==> src/design/pnfc_pkg.sv <==
// Shared types and constants for the parallel NOR flash command model.
package pnfc_pkg;

   localparam int BUSY_W = 20;
   localparam int CMD_W  = 15;

   localparam logic [CMD_W-1:0] UNLOCK_A = 15'h5555;
   localparam logic [CMD_W-1:0] UNLOCK_B = 15'h2AAA;

   localparam logic [7:0] DAT_AA     = 8'hAA;
   localparam logic [7:0] DAT_55     = 8'h55;
   localparam logic [7:0] CMD_PROG   = 8'hA0;
   localparam logic [7:0] CMD_ERASE  = 8'h80;
   localparam logic [7:0] CMD_SECTOR = 8'h30;
   localparam logic [7:0] CMD_CHIP   = 8'h10;
   localparam logic [7:0] CMD_ID     = 8'h90;
   localparam logic [7:0] CMD_RESET  = 8'hF0;
   localparam logic [7:0] ERASED     = 8'hFF;

   localparam logic [7:0]        VENDOR_RST = 8'hBF;
   localparam logic [7:0]        DEVICE_RST = 8'hB5;
   localparam logic [9:0]        PROG_RST   = 10'd20;
   localparam logic [BUSY_W-1:0] ERASE_RST  = 20'd25000;

   typedef enum logic [1:0] {
      ACT_READ  = 2'd0,
      ACT_WRITE = 2'd1,
      ACT_TICK  = 2'd2
   } action_type;

   typedef enum logic [1:0] {
      CSR_VENDOR = 2'd0,
      CSR_DEVICE = 2'd1,
      CSR_PROG   = 2'd2,
      CSR_ERASE  = 2'd3
   } csr_index_type;

   typedef enum logic [2:0] {
      STG_IDLE    = 3'd0,
      STG_AA      = 3'd1,
      STG_CMD     = 3'd2,
      STG_PROG    = 3'd3,
      STG_ERS     = 3'd4,
      STG_ERS_AA  = 3'd5,
      STG_ERS_CMD = 3'd6
   } stage_type;

   typedef enum logic [1:0] {
      ST_CLEAR,
      ST_IDLE,
      ST_EXEC,
      ST_SWEEP
   } state_type;

   typedef struct packed {
      stage_type stage_next;
      logic      id_set;
      logic      id_clr;
      logic      prog;
      logic      erase_sect;
      logic      erase_chip;
   } seq_ctl_type;

endpackage

==> src/design/pnfc_seq.sv <==
// Unlock and command sequencer: decodes one bus write against the current stage.
module pnfc_seq (
   input  pnfc_pkg::stage_type              stage,
   input  logic                             busy_now,
   input  logic                             wr_en,
   input  logic [pnfc_pkg::CMD_W-1:0]       ca,
   input  logic [7:0]                       data,
   output pnfc_pkg::seq_ctl_type            ctl
);

   pnfc_pkg::stage_type restart;
   logic                at_a;
   logic                at_b;

   assign at_a    = (ca == pnfc_pkg::UNLOCK_A);
   assign at_b    = (ca == pnfc_pkg::UNLOCK_B);
   assign restart = (at_a && data == pnfc_pkg::DAT_AA) ? pnfc_pkg::STG_AA
                                                       : pnfc_pkg::STG_IDLE;

   always_comb begin
      ctl            = '0;
      ctl.stage_next = stage;
      if (wr_en && !busy_now) begin
         unique case (stage)
            pnfc_pkg::STG_IDLE: begin
               ctl.id_clr     = (data == pnfc_pkg::CMD_RESET);
               ctl.stage_next = restart;
            end
            pnfc_pkg::STG_AA, pnfc_pkg::STG_ERS_AA: begin
               if (at_b && data == pnfc_pkg::DAT_55) begin
                  ctl.stage_next = (stage == pnfc_pkg::STG_AA) ? pnfc_pkg::STG_CMD
                                                               : pnfc_pkg::STG_ERS_CMD;
               end else begin
                  ctl.stage_next = restart;
               end
            end
            pnfc_pkg::STG_CMD: begin
               if (!at_a) begin
                  ctl.stage_next = restart;
               end else if (data == pnfc_pkg::CMD_PROG) begin
                  ctl.stage_next = pnfc_pkg::STG_PROG;
               end else if (data == pnfc_pkg::CMD_ERASE) begin
                  ctl.stage_next = pnfc_pkg::STG_ERS;
               end else if (data == pnfc_pkg::CMD_ID) begin
                  ctl.id_set     = 1'b1;
                  ctl.stage_next = pnfc_pkg::STG_IDLE;
               end else if (data == pnfc_pkg::CMD_RESET) begin
                  ctl.id_clr     = 1'b1;
                  ctl.stage_next = pnfc_pkg::STG_IDLE;
               end else begin
                  ctl.stage_next = restart;
               end
            end
            pnfc_pkg::STG_PROG: begin
               ctl.prog       = 1'b1;
               ctl.stage_next = pnfc_pkg::STG_IDLE;
            end
            pnfc_pkg::STG_ERS: begin
               ctl.stage_next = (at_a && data == pnfc_pkg::DAT_AA) ? pnfc_pkg::STG_ERS_AA
                                                                   : pnfc_pkg::STG_IDLE;
            end
            pnfc_pkg::STG_ERS_CMD: begin
               if (data == pnfc_pkg::CMD_SECTOR) begin
                  ctl.erase_sect = 1'b1;
                  ctl.stage_next = pnfc_pkg::STG_IDLE;
               end else if (data == pnfc_pkg::CMD_CHIP && at_a) begin
                  ctl.erase_chip = 1'b1;
                  ctl.stage_next = pnfc_pkg::STG_IDLE;
               end else begin
                  ctl.stage_next = restart;
               end
            end
            default: begin
               ctl.stage_next = pnfc_pkg::STG_IDLE;
            end
         endcase
      end
   end

endmodule

==> config.mk <==
export PLATFORM = sky130hd
export DESIGN_NAME = pnfc_seq
export DESIGN_NICKNAME = d
export VERILOG_FILES = /design/src/design/pnfc_pkg.sv /design/src/design/pnfc_seq.sv
export SDC_FILE = /design/constraint.sdc
export NUM_CORES = 1
export LEC_CHECK = 0
export ABC_AREA = 1
export BUFFER_PORTS_ARGS = -buffer_cell sky130_fd_sc_hd__buf_2
export CAP_MARGIN = 20
export CORE_AREA = 10 10 47 49
export DETAILED_ROUTE_END_ITERATION = 10
export DIE_AREA = 0 0 57 59
export PLACE_DENSITY = 0.79
export SYNTH_ARGS = -nofsm -noshare
export SYNTH_HDL_FRONTEND = slang
export SYNTH_SLANG_ARGS = --single-unit
==> constraint.sdc <==
create_clock -name vclk -period 1.6
set_input_delay 0.32 -clock vclk [all_inputs]
set_output_delay 0.32 -clock vclk [all_outputs]
set_load 0.05 [all_outputs]
; ---- After elaboration in Yosys (flattened, before gate mapping)
; Index checks and enable logic that the tools add are counted.
[classes]
eq_ne = 16
muxes = 26
reduce_logical = 7
[op_table]
columns = operator, n
row1 = $eq A8 B8 Y1 const B, 5
row2 = $mux W3, 7
row3 = $eq A15 B14 Y1 const B, 1
row4 = $eq A15 B15 Y1 const B, 1
row5 = $pmux W3 S5, 1
row6 = $mux W1, 12
row7 = $eq A3 B3 Y1 const B, 3
row8 = $eq A8 B5 Y1 const B, 1
row9 = $eq A8 B6 Y1 const B, 1
row10 = $eq A8 B7 Y1 const B, 1
row11 = $mux W2, 4
row12 = $mux W8, 1
row13 = $eq A3 B2 Y1 const B, 2
row14 = $logic_and A1 B1 Y1, 4
row15 = $eq A3 B1 Y1 const B, 1
row16 = $logic_not A3 Y1, 1
row17 = $pmux W1 S2, 1
row18 = $reduce_or A2 Y1, 1
row19 = $logic_not A1 Y1, 1
[word_totals]
reg_bits = 0
inputBits = 28
out_inout_bits = 8
elab_cells = 49

; ---- Depth between registers and ports, before layout
; Gate-level depths: netlist of run 1.
[depth]
depth_word = 10
mapped_depth = 10
ltp_nobuf = 10

; ---- Worst setup path after synthesis of run 1
; OpenSTA, ideal clock, no wires.
[synth_timing]
kind = input -> output
from = input wr_en
to = output ctl[2] (netlist name)
arrival_ns = 2.035
required_ns = 1.280
setup_slack_ns = -0.755
path_stages = 4
n_path_buf = 0
path_cell_list = inv_1 nor2_4 inv_1 nor4_1
[synth_rtl]
columns = element, line_no
row1 = start: declaration, pnfc_seq.sv:5  ; input logic wr_en,
row2 = end: declaration, pnfc_seq.sv:8  ; output pnfc_pkg::seq_ctl_type ctl

==> run metrics, run 1 <==
multi-input logic area 634 um2; Area Growth Syn to Fin 126%; share of layout cells above drive strength 1 67.6%; synth top area cells nand2_1, inv_1, nor2_1, nand3_1, nor3_2; Seq/Total Area, Yosys 0%; drt first pass iters 4; Final period util 110%; CP required 1.28 ns; max_cap viols 0; Die W 57 um; Slew HR 84.8%; Initial Utilization 39.4%; Critical-path top delay cell a21oi_4; area post-placement 946 um2; Switching Share 55.6%; Internal Power 0.000113 W; nets 206; Synth Cell Area 552 um2; die height 59 um; top-area cell type share of the netlist area 21.1%; gpl congestion 0.821; Final Slew Violations 0; worst-path maximum fanout 3; Synth area leader nand2_1; Fin Hold WS 1.07 ns; Clk network pwr share 0%; Detail Route Antenna Nets 0; fin cells 192; core area 0.00140 mm2; slowest stage delay, CP 0.18 ns; worst hold path type input port to output pin; Synth Net Count 147; # rows 14; count of cell types in the netlist 17; synthesized instance count 119; die area 0.00336 mm2; combinational power share 100.0%; Inst Count DP 188; CP Class input port to output pin; vias in the first global route 943; first-pass GRT wire length 4100 um; final number of setup-violating endpoints 7; Mapped Avg Cell Area 4.64 um2; Cell Chain, Critical Path buf_8, inv_4, nand2_4, nor2_4, inv_4, nor4_4, nand4_1, a21oi_4, buf_8; dpl hpwl 1900 um; antenna diode count 0; arrival time at the worst endpoint 1.43 ns; CTS Hold Buffers Added 0; switching power 0.000141 W; failing checks negative setup slack; setup TNS -0.756 ns; Cell Pwr Density 204 mW/mm2; flip-flop and latch count 0; sequential share of power 0%; status finished, violations left; Critical path origin data[2]; WHS Path Cells 4; Fin. Hold Viols 0; warnings from Yosys 0; initial drt markers 36; drt via density 5.22; final instance area 0.00125 mm2; top-level I/O count 36; unrepaired setup endpoints after global routing yes; crit path launch type input port; Leak 0.634 nW; Min Clock Period, post-route 1.75 ns; # fillers 73; Worst IR Drop VDD 0.000199 V; DR vias 1002; fmax 0.570 GHz; total track usage 13.9%; initial antenna violation count 0; number of clock buffers in the layout 0; Slew @ Worst Pin 0.227 ns; Crit. End Element output pin; Routed Wire Length 3120 um; flip-flop and latch area 0 um2; drt drc 0; DR WL/cell 16.3 um; largest net degree at the start of global routing 7; Overflow after GRT 0; min-delay src stage[1]; fin worst setup slack -0.153 ns; final core utilization 89.1%; PortBufs 36
kinds of logic (layout without fill, tap and decap cells):
logic type / count (synthesis) / after routing / share of synthesized area (%)
AOI/OAI and AO/OA: 5 / 5 / 5.44
and+or+nand+nor: 86 / 86 / 75.5
buffers and inverters: 28 / 85 / 19.0
worst max-delay path: cells and delay by family:
family	cells	cell delay, ns
AND/OR/NAND/NOR	4	0.52
buffers and inverters	4	0.40
AO/OA/AOI/OAI	1	0.18
synthesized netlist by cell type:
cell and number:
o211ai_1 1, nand2_2 3, nor4_2 1, o31ai_1 1, nand2_1 31, nor4_1 2, nor2_1 21, nand3_1 10
o21ai_1 1, nor3_1 4, nor3_2 4, a21oi_1 2, inv_1 21, inv_2 7, nand4_1 5, nor2_4 1
nor2_2 4
cells in the final DEF, fill, tap and decap left out, types with 2 or more instances in the layout:
| cell type | n |
|---|---|
| nor4_4 | 3 |
| nand3_2 | 3 |
| buf_6 | 15 |
| nand2_2 | 13 |
| nor2_2 | 7 |
| buf_4 | 21 |
| nor3_2 | 3 |
| nand3_1 | 7 |
| inv_1 | 9 |
| nor2_1 | 15 |
| nand2_1 | 19 |
| buf_8 | 4 |
| nor2_4 | 4 |
| nand4_1 | 5 |
| buf_2 | 16 |
| nor3_4 | 4 |
| inv_4 | 6 |
| inv_2 | 13 |
| nand2_4 | 2 |
routing by layer:
metal	wire (um)	global-route usage, %
met1	1190	14.6
met2	1620	27.8
met3	194	3.00
met4	112	2.01
met5	0	0
stage by stage:
stage,power [W],setup slack (ns)
3_5_place_dp,0.000177,-0.314
2_1_floorplan,0.0000856,-0.0529
6_report,0.000254,-0.153
5_1_grt,0.000268,-0.215
3_3_place_gp,0.000172,-0.247
4_1_cts,0.000210,-0.119
final timing paths:
kind,slack (ns),end
worst min-delay path,1.07,ctl[3]
worst max-delay path,-0.15,ctl[3]
repair_timing:
item	in CTS	in global routing
endpoints found under the setup margin	7	8
pin swaps	20	27
endpoints found under the hold margin	0	0
resized for setup	38	43
buffers inserted	1	3
layout make-up:
type / count / share of cell area [%]
inverter: 28 / 9.62
tap: 16 / 1.60
timing repair buffer: 57 / 38.0
multi-input combinational: 91 / 50.8
power by group through the flow:
stage	sequential (W)	combinational (W)	clock [W]
after floorplan	0	0.0000856	0
after global placement	0	0.000172	0
after detailed placement	0	0.000177	0
after CTS	0	0.000210	0
after global routing	0	0.000268	0
final	0	0.000254	0
Note: power is estimated with default switching activity, not from simulation.
==> run 2: changes to the inputs <==
- CORE_AREA: 10 10 47 49 -> default
- CORE_MARGIN: default -> 10
- CORE_UTILIZATION: default -> 40
- DIE_AREA: 0 0 57 59 -> default
- PLACE_DENSITY: 0.79 -> 0.77
- SETUP_SLACK_MARGIN: default -> 0.3
==> run 2 against run 1 <==
Against the previous run: synthesized cell count did not move; the run now fails in global routing; area after synthesis did not move.
==> run metrics, run 2 <==
status stopped before the end; stopping stage global routing; Log Error [ERROR DPL-0038] Utilization greater than 100%, impossible to legalize; top-area cell type share of the netlist area 21.1% (unchanged); synth top area cells nand2_1, inv_1, nor2_1, nand3_1, nor3_2; top cells by count, synth nand2_1, inv_1, nor2_1, nand3_1, inv_2; gpl congestion 0.796 (-3.1%); Synth Cell Area 552 um2 (unchanged); most common cell in the netlist nand2_1; largest net degree at the start of global routing 6; synthesized instance count 119 (unchanged); warnings from Yosys 0 (unchanged); top-level I/O count 36 (unchanged); count of cell types in the netlist 17 (unchanged); GR repair worst EP ctl[5]; CTS Hold Buffers Added 0 (unchanged); # rows 13 (-1); Worst EP kind output port; Initial Utilization 42.4% (+3.0 points); dpl hpwl 1910 um (+0.54%); Mapped Avg Cell Area 4.64 um2 (unchanged); PortBufs 36 (unchanged); Seq/Total Area, Yosys 0% (unchanged); die height 57.1 um (-3.2%); Die W 57.1 um (+0.25%); Synth area leader nand2_1; Synth Net Count 147 (unchanged); Setup WS pre-CTS -0.266 ns (+0.0476 ns)
[run 2: repair_timing]
action / in CTS
setup endpoints to repair: 8
gates resized for setup: 49
pin swaps: 19
setup buffers: 3
[run 2: cell families after synthesis]
kind of cell           count (synthesis)  share of synthesized area [%]
buffers and inverters                 28                           19.0
AOI/OAI and AO/OA                      5                           5.44
and+or+nand+nor                       86                           75.5
[run 2: metrics by stage]
stage               instances  area, um2  setup TNS (ns)  util, %
detailed placement        190       1030           -1.43     79.4
global placement          190       1030           -1.21     79.4
floorplan                 119        684        -0.00932        -
CTS                       193       1230          -0.510     94.3
==> run 3: changes to the inputs <==
- CORE_AREA: default -> 10 10 71 73
- CORE_MARGIN: 10 -> default
- CORE_UTILIZATION: 40 -> default
- DIE_AREA: default -> 0 0 81 83
- PLACE_DENSITY: 0.77 -> default
- PLACE_DENSITY_LB_ADDON: default -> 0.15
- SETUP_SLACK_MARGIN: 0.3 -> default
==> run 3 against run 2 <==
Against the previous run: the flow now finishes, with violations (negative setup slack).
==> run metrics, run 3 (synthesis gave the netlist of run 1 again) <==
Detail Route Antenna Nets 0; max_cap viols 0; Slew @ Worst Pin 0.250 ns; die area 0.00672 mm2; initial drt markers 14; Overflow after GRT 0; Critical path destination ctl[5]; WHS Path Cells 4; CP required 1.28 ns; CTS Hold Buffers Added 0 (unchanged); nets 210; # rows 22 (+9); antenna diode count 0; Worst IR Drop VDD 0.0000622 V; core area 0.00363 mm2; total track usage 6.60%; drt drc 0; Area Growth Syn to Fin 159%; setup TNS -0.619 ns; flip-flop and latch area 0 um2; Slew HR 83.2%; vias in the first global route 959; Cell Pwr Density 187 mW/mm2; final number of setup-violating endpoints 6; dpl hpwl 2030 um (+6.3%); largest net degree at the start of global routing 7; worst hold path type input port to output pin; initial antenna violation count 0; Die W 81 um (+42%); commonest non-fill, non-tap cell in the layout buf_4; failing checks negative setup slack; flip-flop and latch count 0; Critical path origin data[6]; Setup WS pre-CTS -0.292 ns (-0.0255 ns); DR WL/cell 11.1 um; total power 0.000268 W; unrepaired setup endpoints after global routing yes; gpl congestion 0.717 (-9.8%); worst-path maximum fanout 3; crit path launch type input port; drt via density 4.19; Final period util 109%; PortBufs 36 (unchanged); Fin. Hold Viols 0; share of layout cells above drive strength 1 72.2%; Crit. End Element output pin; Leak 0.706 nW; Min Clock Period, post-route 1.74 ns; number of clock buffers in the layout 0; Initial Utilization 15.2% (-27 points); status finished, violations left; Critical-path top delay cell a21oi_2; CP Class input port to output pin; Routed Wire Length 2530 um; drt first pass iters 2; arrival time at the worst endpoint 1.42 ns; top-level I/O count 36 (unchanged); die height 83 um (+45%); slowest stage delay, CP 0.14 ns; Cell Chain, Critical Path buf_2, inv_4, nand2_4, nor2_4, nand2_2, a21oi_2, nand2_1, nand4_1, nand2_1, nand2_2, buf_8; fin worst setup slack -0.141 ns; first-pass GRT wire length 3950 um; Final Slew Violations 0; most frequent cells in the layout buf_4, buf_6, nand2_1, nand2_2; DR vias 955; fmax 0.574 GHz
==> run 3: timing repair <==
item,in CTS,in global routing
resized for setup,46,59
gates cloned,0,0
pin swaps,13,33
endpoints found under the setup margin,7,7
setup buffers,1,2
==> run 3: per-layer routing <==
layer | vias up | GRT usage, % | share of wire [%]
li1 | 496 | - | -
met1 | 446 | 7.14 | 36
met2 | 13 | 13.3 | 60
met3 | 0 | 1.08 | 4.1
met4 | 0 | 0 | 0
met5 | - | 0 | 0
==> run 3: worst min-delay path by stage <==
stage,startpoint,to,slack (ns)
after floorplan,stage[2],ctl[2],0.71
after global placement,stage[0],ctl[5],1.09
after detailed placement,stage[0],ctl[5],1.09
after CTS,stage[0],ctl[5],1.05
after global routing,stage[0],ctl[5],1.08
final,stage[0],ctl[5],1.06
==> run 3: area by class of cell <==
cell class | count | area (um2)
Tap cell | 48 | 60.1
Multi-Input combinational cell | 91 | 708
Inverter | 28 | 128
Fill cell | 400 | 2200
Timing Repair Buffer | 61 | 534
==> run 3: power breakdown <==
group	total (W)	leakage [nW]	internal (W)	switching, W
clock network	0	0	0	0
registers	0	0	0	0
logic	0.000268	0.706	0.000127	0.000141
total	0.000268	0.706	0.000127	0.000141
==> run 3: per-stage QoR <==
stage	area, um2	hold WS (ns)	utilization [%]	std cells
detailed placement	1020	1.09	28.2	225
global placement	1020	1.09	28.2	225
floorplan	618	0.707	-	119
CTS	1200	1.05	33.0	226
global route	1430	1.08	39.4	228
finish	1430	1.06	39.4	228
==> run 3: critical path, delay by kind of cell <==
| kind | cells | cell delay, ns |
|---|---|---|
| AO/OA/AOI/OAI | 1 | 0.14 |
| buffers and inverters | 3 | 0.34 |
| AND/OR/NAND/NOR | 7 | 0.61 |
==> run 4: changes to the inputs <==
- PLACE_DENSITY: default -> 0.39
- PLACE_DENSITY_LB_ADDON: 0.15 -> default
==> run 4 against run 3 <==
Against the previous run: the run still ends with negative setup slack left; critical path type unchanged; highest routed layer is now met4; critical path depth shrank 2; clock-buffer cell count is the same; combinational power shrank 3%.
==> run metrics, run 4 (synthesis gave the netlist of run 1 again) <==
Internal Power 0.000126 W (-1.1%); total track usage 6.61% (+0.0084 points); Cell Chain, Critical Path buf_2, nand2_2, inv_2, nand2_2, nor2_4, nand2_4, buf_6, nor4_4, buf_6; dpl hpwl 2000 um (-1.6%); initial antenna violation count 0 (unchanged); Detail Route Antenna Nets 0 (unchanged); combinational power share 100.0% (about the same); arrival time at the worst endpoint 1.39 ns (-0.03 ns); nets 208 (-0.95%); Die W 81 um (unchanged); failing checks negative setup slack; min-delay src stage[1]; final instance area 0.00140 mm2 (-2.4%); drt via density 4.13 (-1.4%); Area Growth Syn to Fin 153%; Clk network pwr share 0% (unchanged); Min Clock Period, post-route 1.71 ns (-0.0305 ns); Final period util 107% (-1.9 points); Fin Hold WS 1.05 ns (-0.00273 ns); switching power 0.000135 W (-4.1%); Final Slew Violations 0 (unchanged); Slew @ Worst Pin 0.249 ns (-0.00131 ns); Slew HR 83.3% (+0.10 points); # fillers 396 (-1.0%); Fin. Hold Viols 0 (unchanged); Setup WS pre-CTS -0.355 ns (-0.0632 ns); largest net degree at the start of global routing 7 (unchanged); CP Class input port to output pin; fin worst setup slack -0.110 ns (+0.0305 ns); worst-path maximum fanout 5 (+2); final core utilization 38.4% (-0.93 points); Overflow after GRT 0 (unchanged); core area 0.00363 mm2 (unchanged); gpl congestion 0.732 (+2.0%); area post-placement 0.00102 mm2 (-0.73%); die height 83 um (unchanged); CP top delay family simple AND/OR/NAND/NOR gates; status finished, violations left; Routed Wire Length 2500 um (-1.4%); DR vias 933 (-2.3%); max_cap viols 0 (unchanged); slowest stage delay, CP 0.27 ns (+0.13 ns); drt drc 0 (unchanged); worst hold path type input port to output pin; Critical path origin ca[6]; flip-flop and latch count 0 (unchanged); sequential share of power 0% (unchanged); commonest non-fill, non-tap cell in the layout buf_4; Crit. End Element output pin; antenna diode count 0 (unchanged); Cell Pwr Density 187 mW/mm2 (-0.30%); top-level I/O count 36 (unchanged); vias in the first global route 964 (+0.52%); CP Buf/Inv Count 4 (+1); first-pass GRT wire length 3950 um (unchanged); die area 0.00672 mm2 (unchanged); number of clock buffers in the layout 0 (unchanged); DR WL/cell 11.0 um (-0.55%); PortBufs 36 (unchanged); crit path launch type input port; final number of setup-violating endpoints 5 (-1); flip-flop and latch area 0 um2 (unchanged); drt first pass iters 4 (+2); # rows 22 (unchanged); Switching Share 51.8% (-0.76 points); unrepaired setup endpoints after global routing yes; most frequent cells in the layout buf_4, buf_6, inv_2, nand2_2, nand2_1; CP required 1.28 ns (about the same); Initial Utilization 15.2% (unchanged); Worst IR Drop VDD 0.0000653 V (+5.0%); initial drt markers 13 (-1); share of layout cells above drive strength 1 71.9% (-0.31 points); Critical-path top delay cell nor4_4; fmax 0.585 GHz (+1.8%); CTS Hold Buffers Added 0 (unchanged); Leak 0.682 nW (-3.4%)
## run 4: worst min-delay path, delay by kind of cell
| family | cells | cell delay, ns |
|---|---|---|
| compound gates | 1 | 0.05 |
| buf+inv | 3 | 0.35 |
## run 4: per-stage QoR
stage | setup TNS (ns) | total power, W | cells
finish | -0.441 | 0.000261 | 226
global route | -1.05 | 0.000283 | 226
CTS | -0.635 | 0.000221 | 225
detailed placement | -1.65 | 0.000183 | 224
global placement | -1.54 | 0.000182 | 224
floorplan | -0.0695 | 0.0000856 | 119
## run 4: path summary, 6_finish.rpt
path	cells after the start	endpoint	slack [ns]
setup / recovery	9	ctl[0]	-0.11
hold / removal	4	ctl[3]	1.05
## run 4: area by class of cell
| type | instances | area (um2) | share of cell area [%] |
|---|---|---|---|
| Multi-Input combinational cell | 91 | 704 | 50.4 |
| Tap cell | 48 | 60.1 | 4.30 |
| Inverter | 28 | 110 | 7.89 |
| Timing Repair Buffer | 59 | 522 | 37.4 |
## run 4: power by group through the flow
stage	sequential [W]	combinational (W)	clock, W
finish	0	0.000261	0
global placement	0	0.000182	0
global route	0	0.000283	0
detailed placement	0	0.000183	0
CTS	0	0.000221	0
floorplan	0	0.0000856	0
## run 4: routing by layer
layer | track usage (%) | vias to the layer above | share of wire [%]
li1 | - | 494 | -
met1 | 7.60 | 413 | 39
met2 | 11.9 | 24 | 53
met3 | 2.37 | 2 | 7.5
met4 | 0 | 0 | 0.56
met5 | 0 | - | 0
## run 4: timing repair
item,CTS,global route
endpoints found under the hold margin,0,0
resized for setup,48,50
pin swaps,18,26
endpoints found under the setup margin,7,8
buffers inserted,1,1
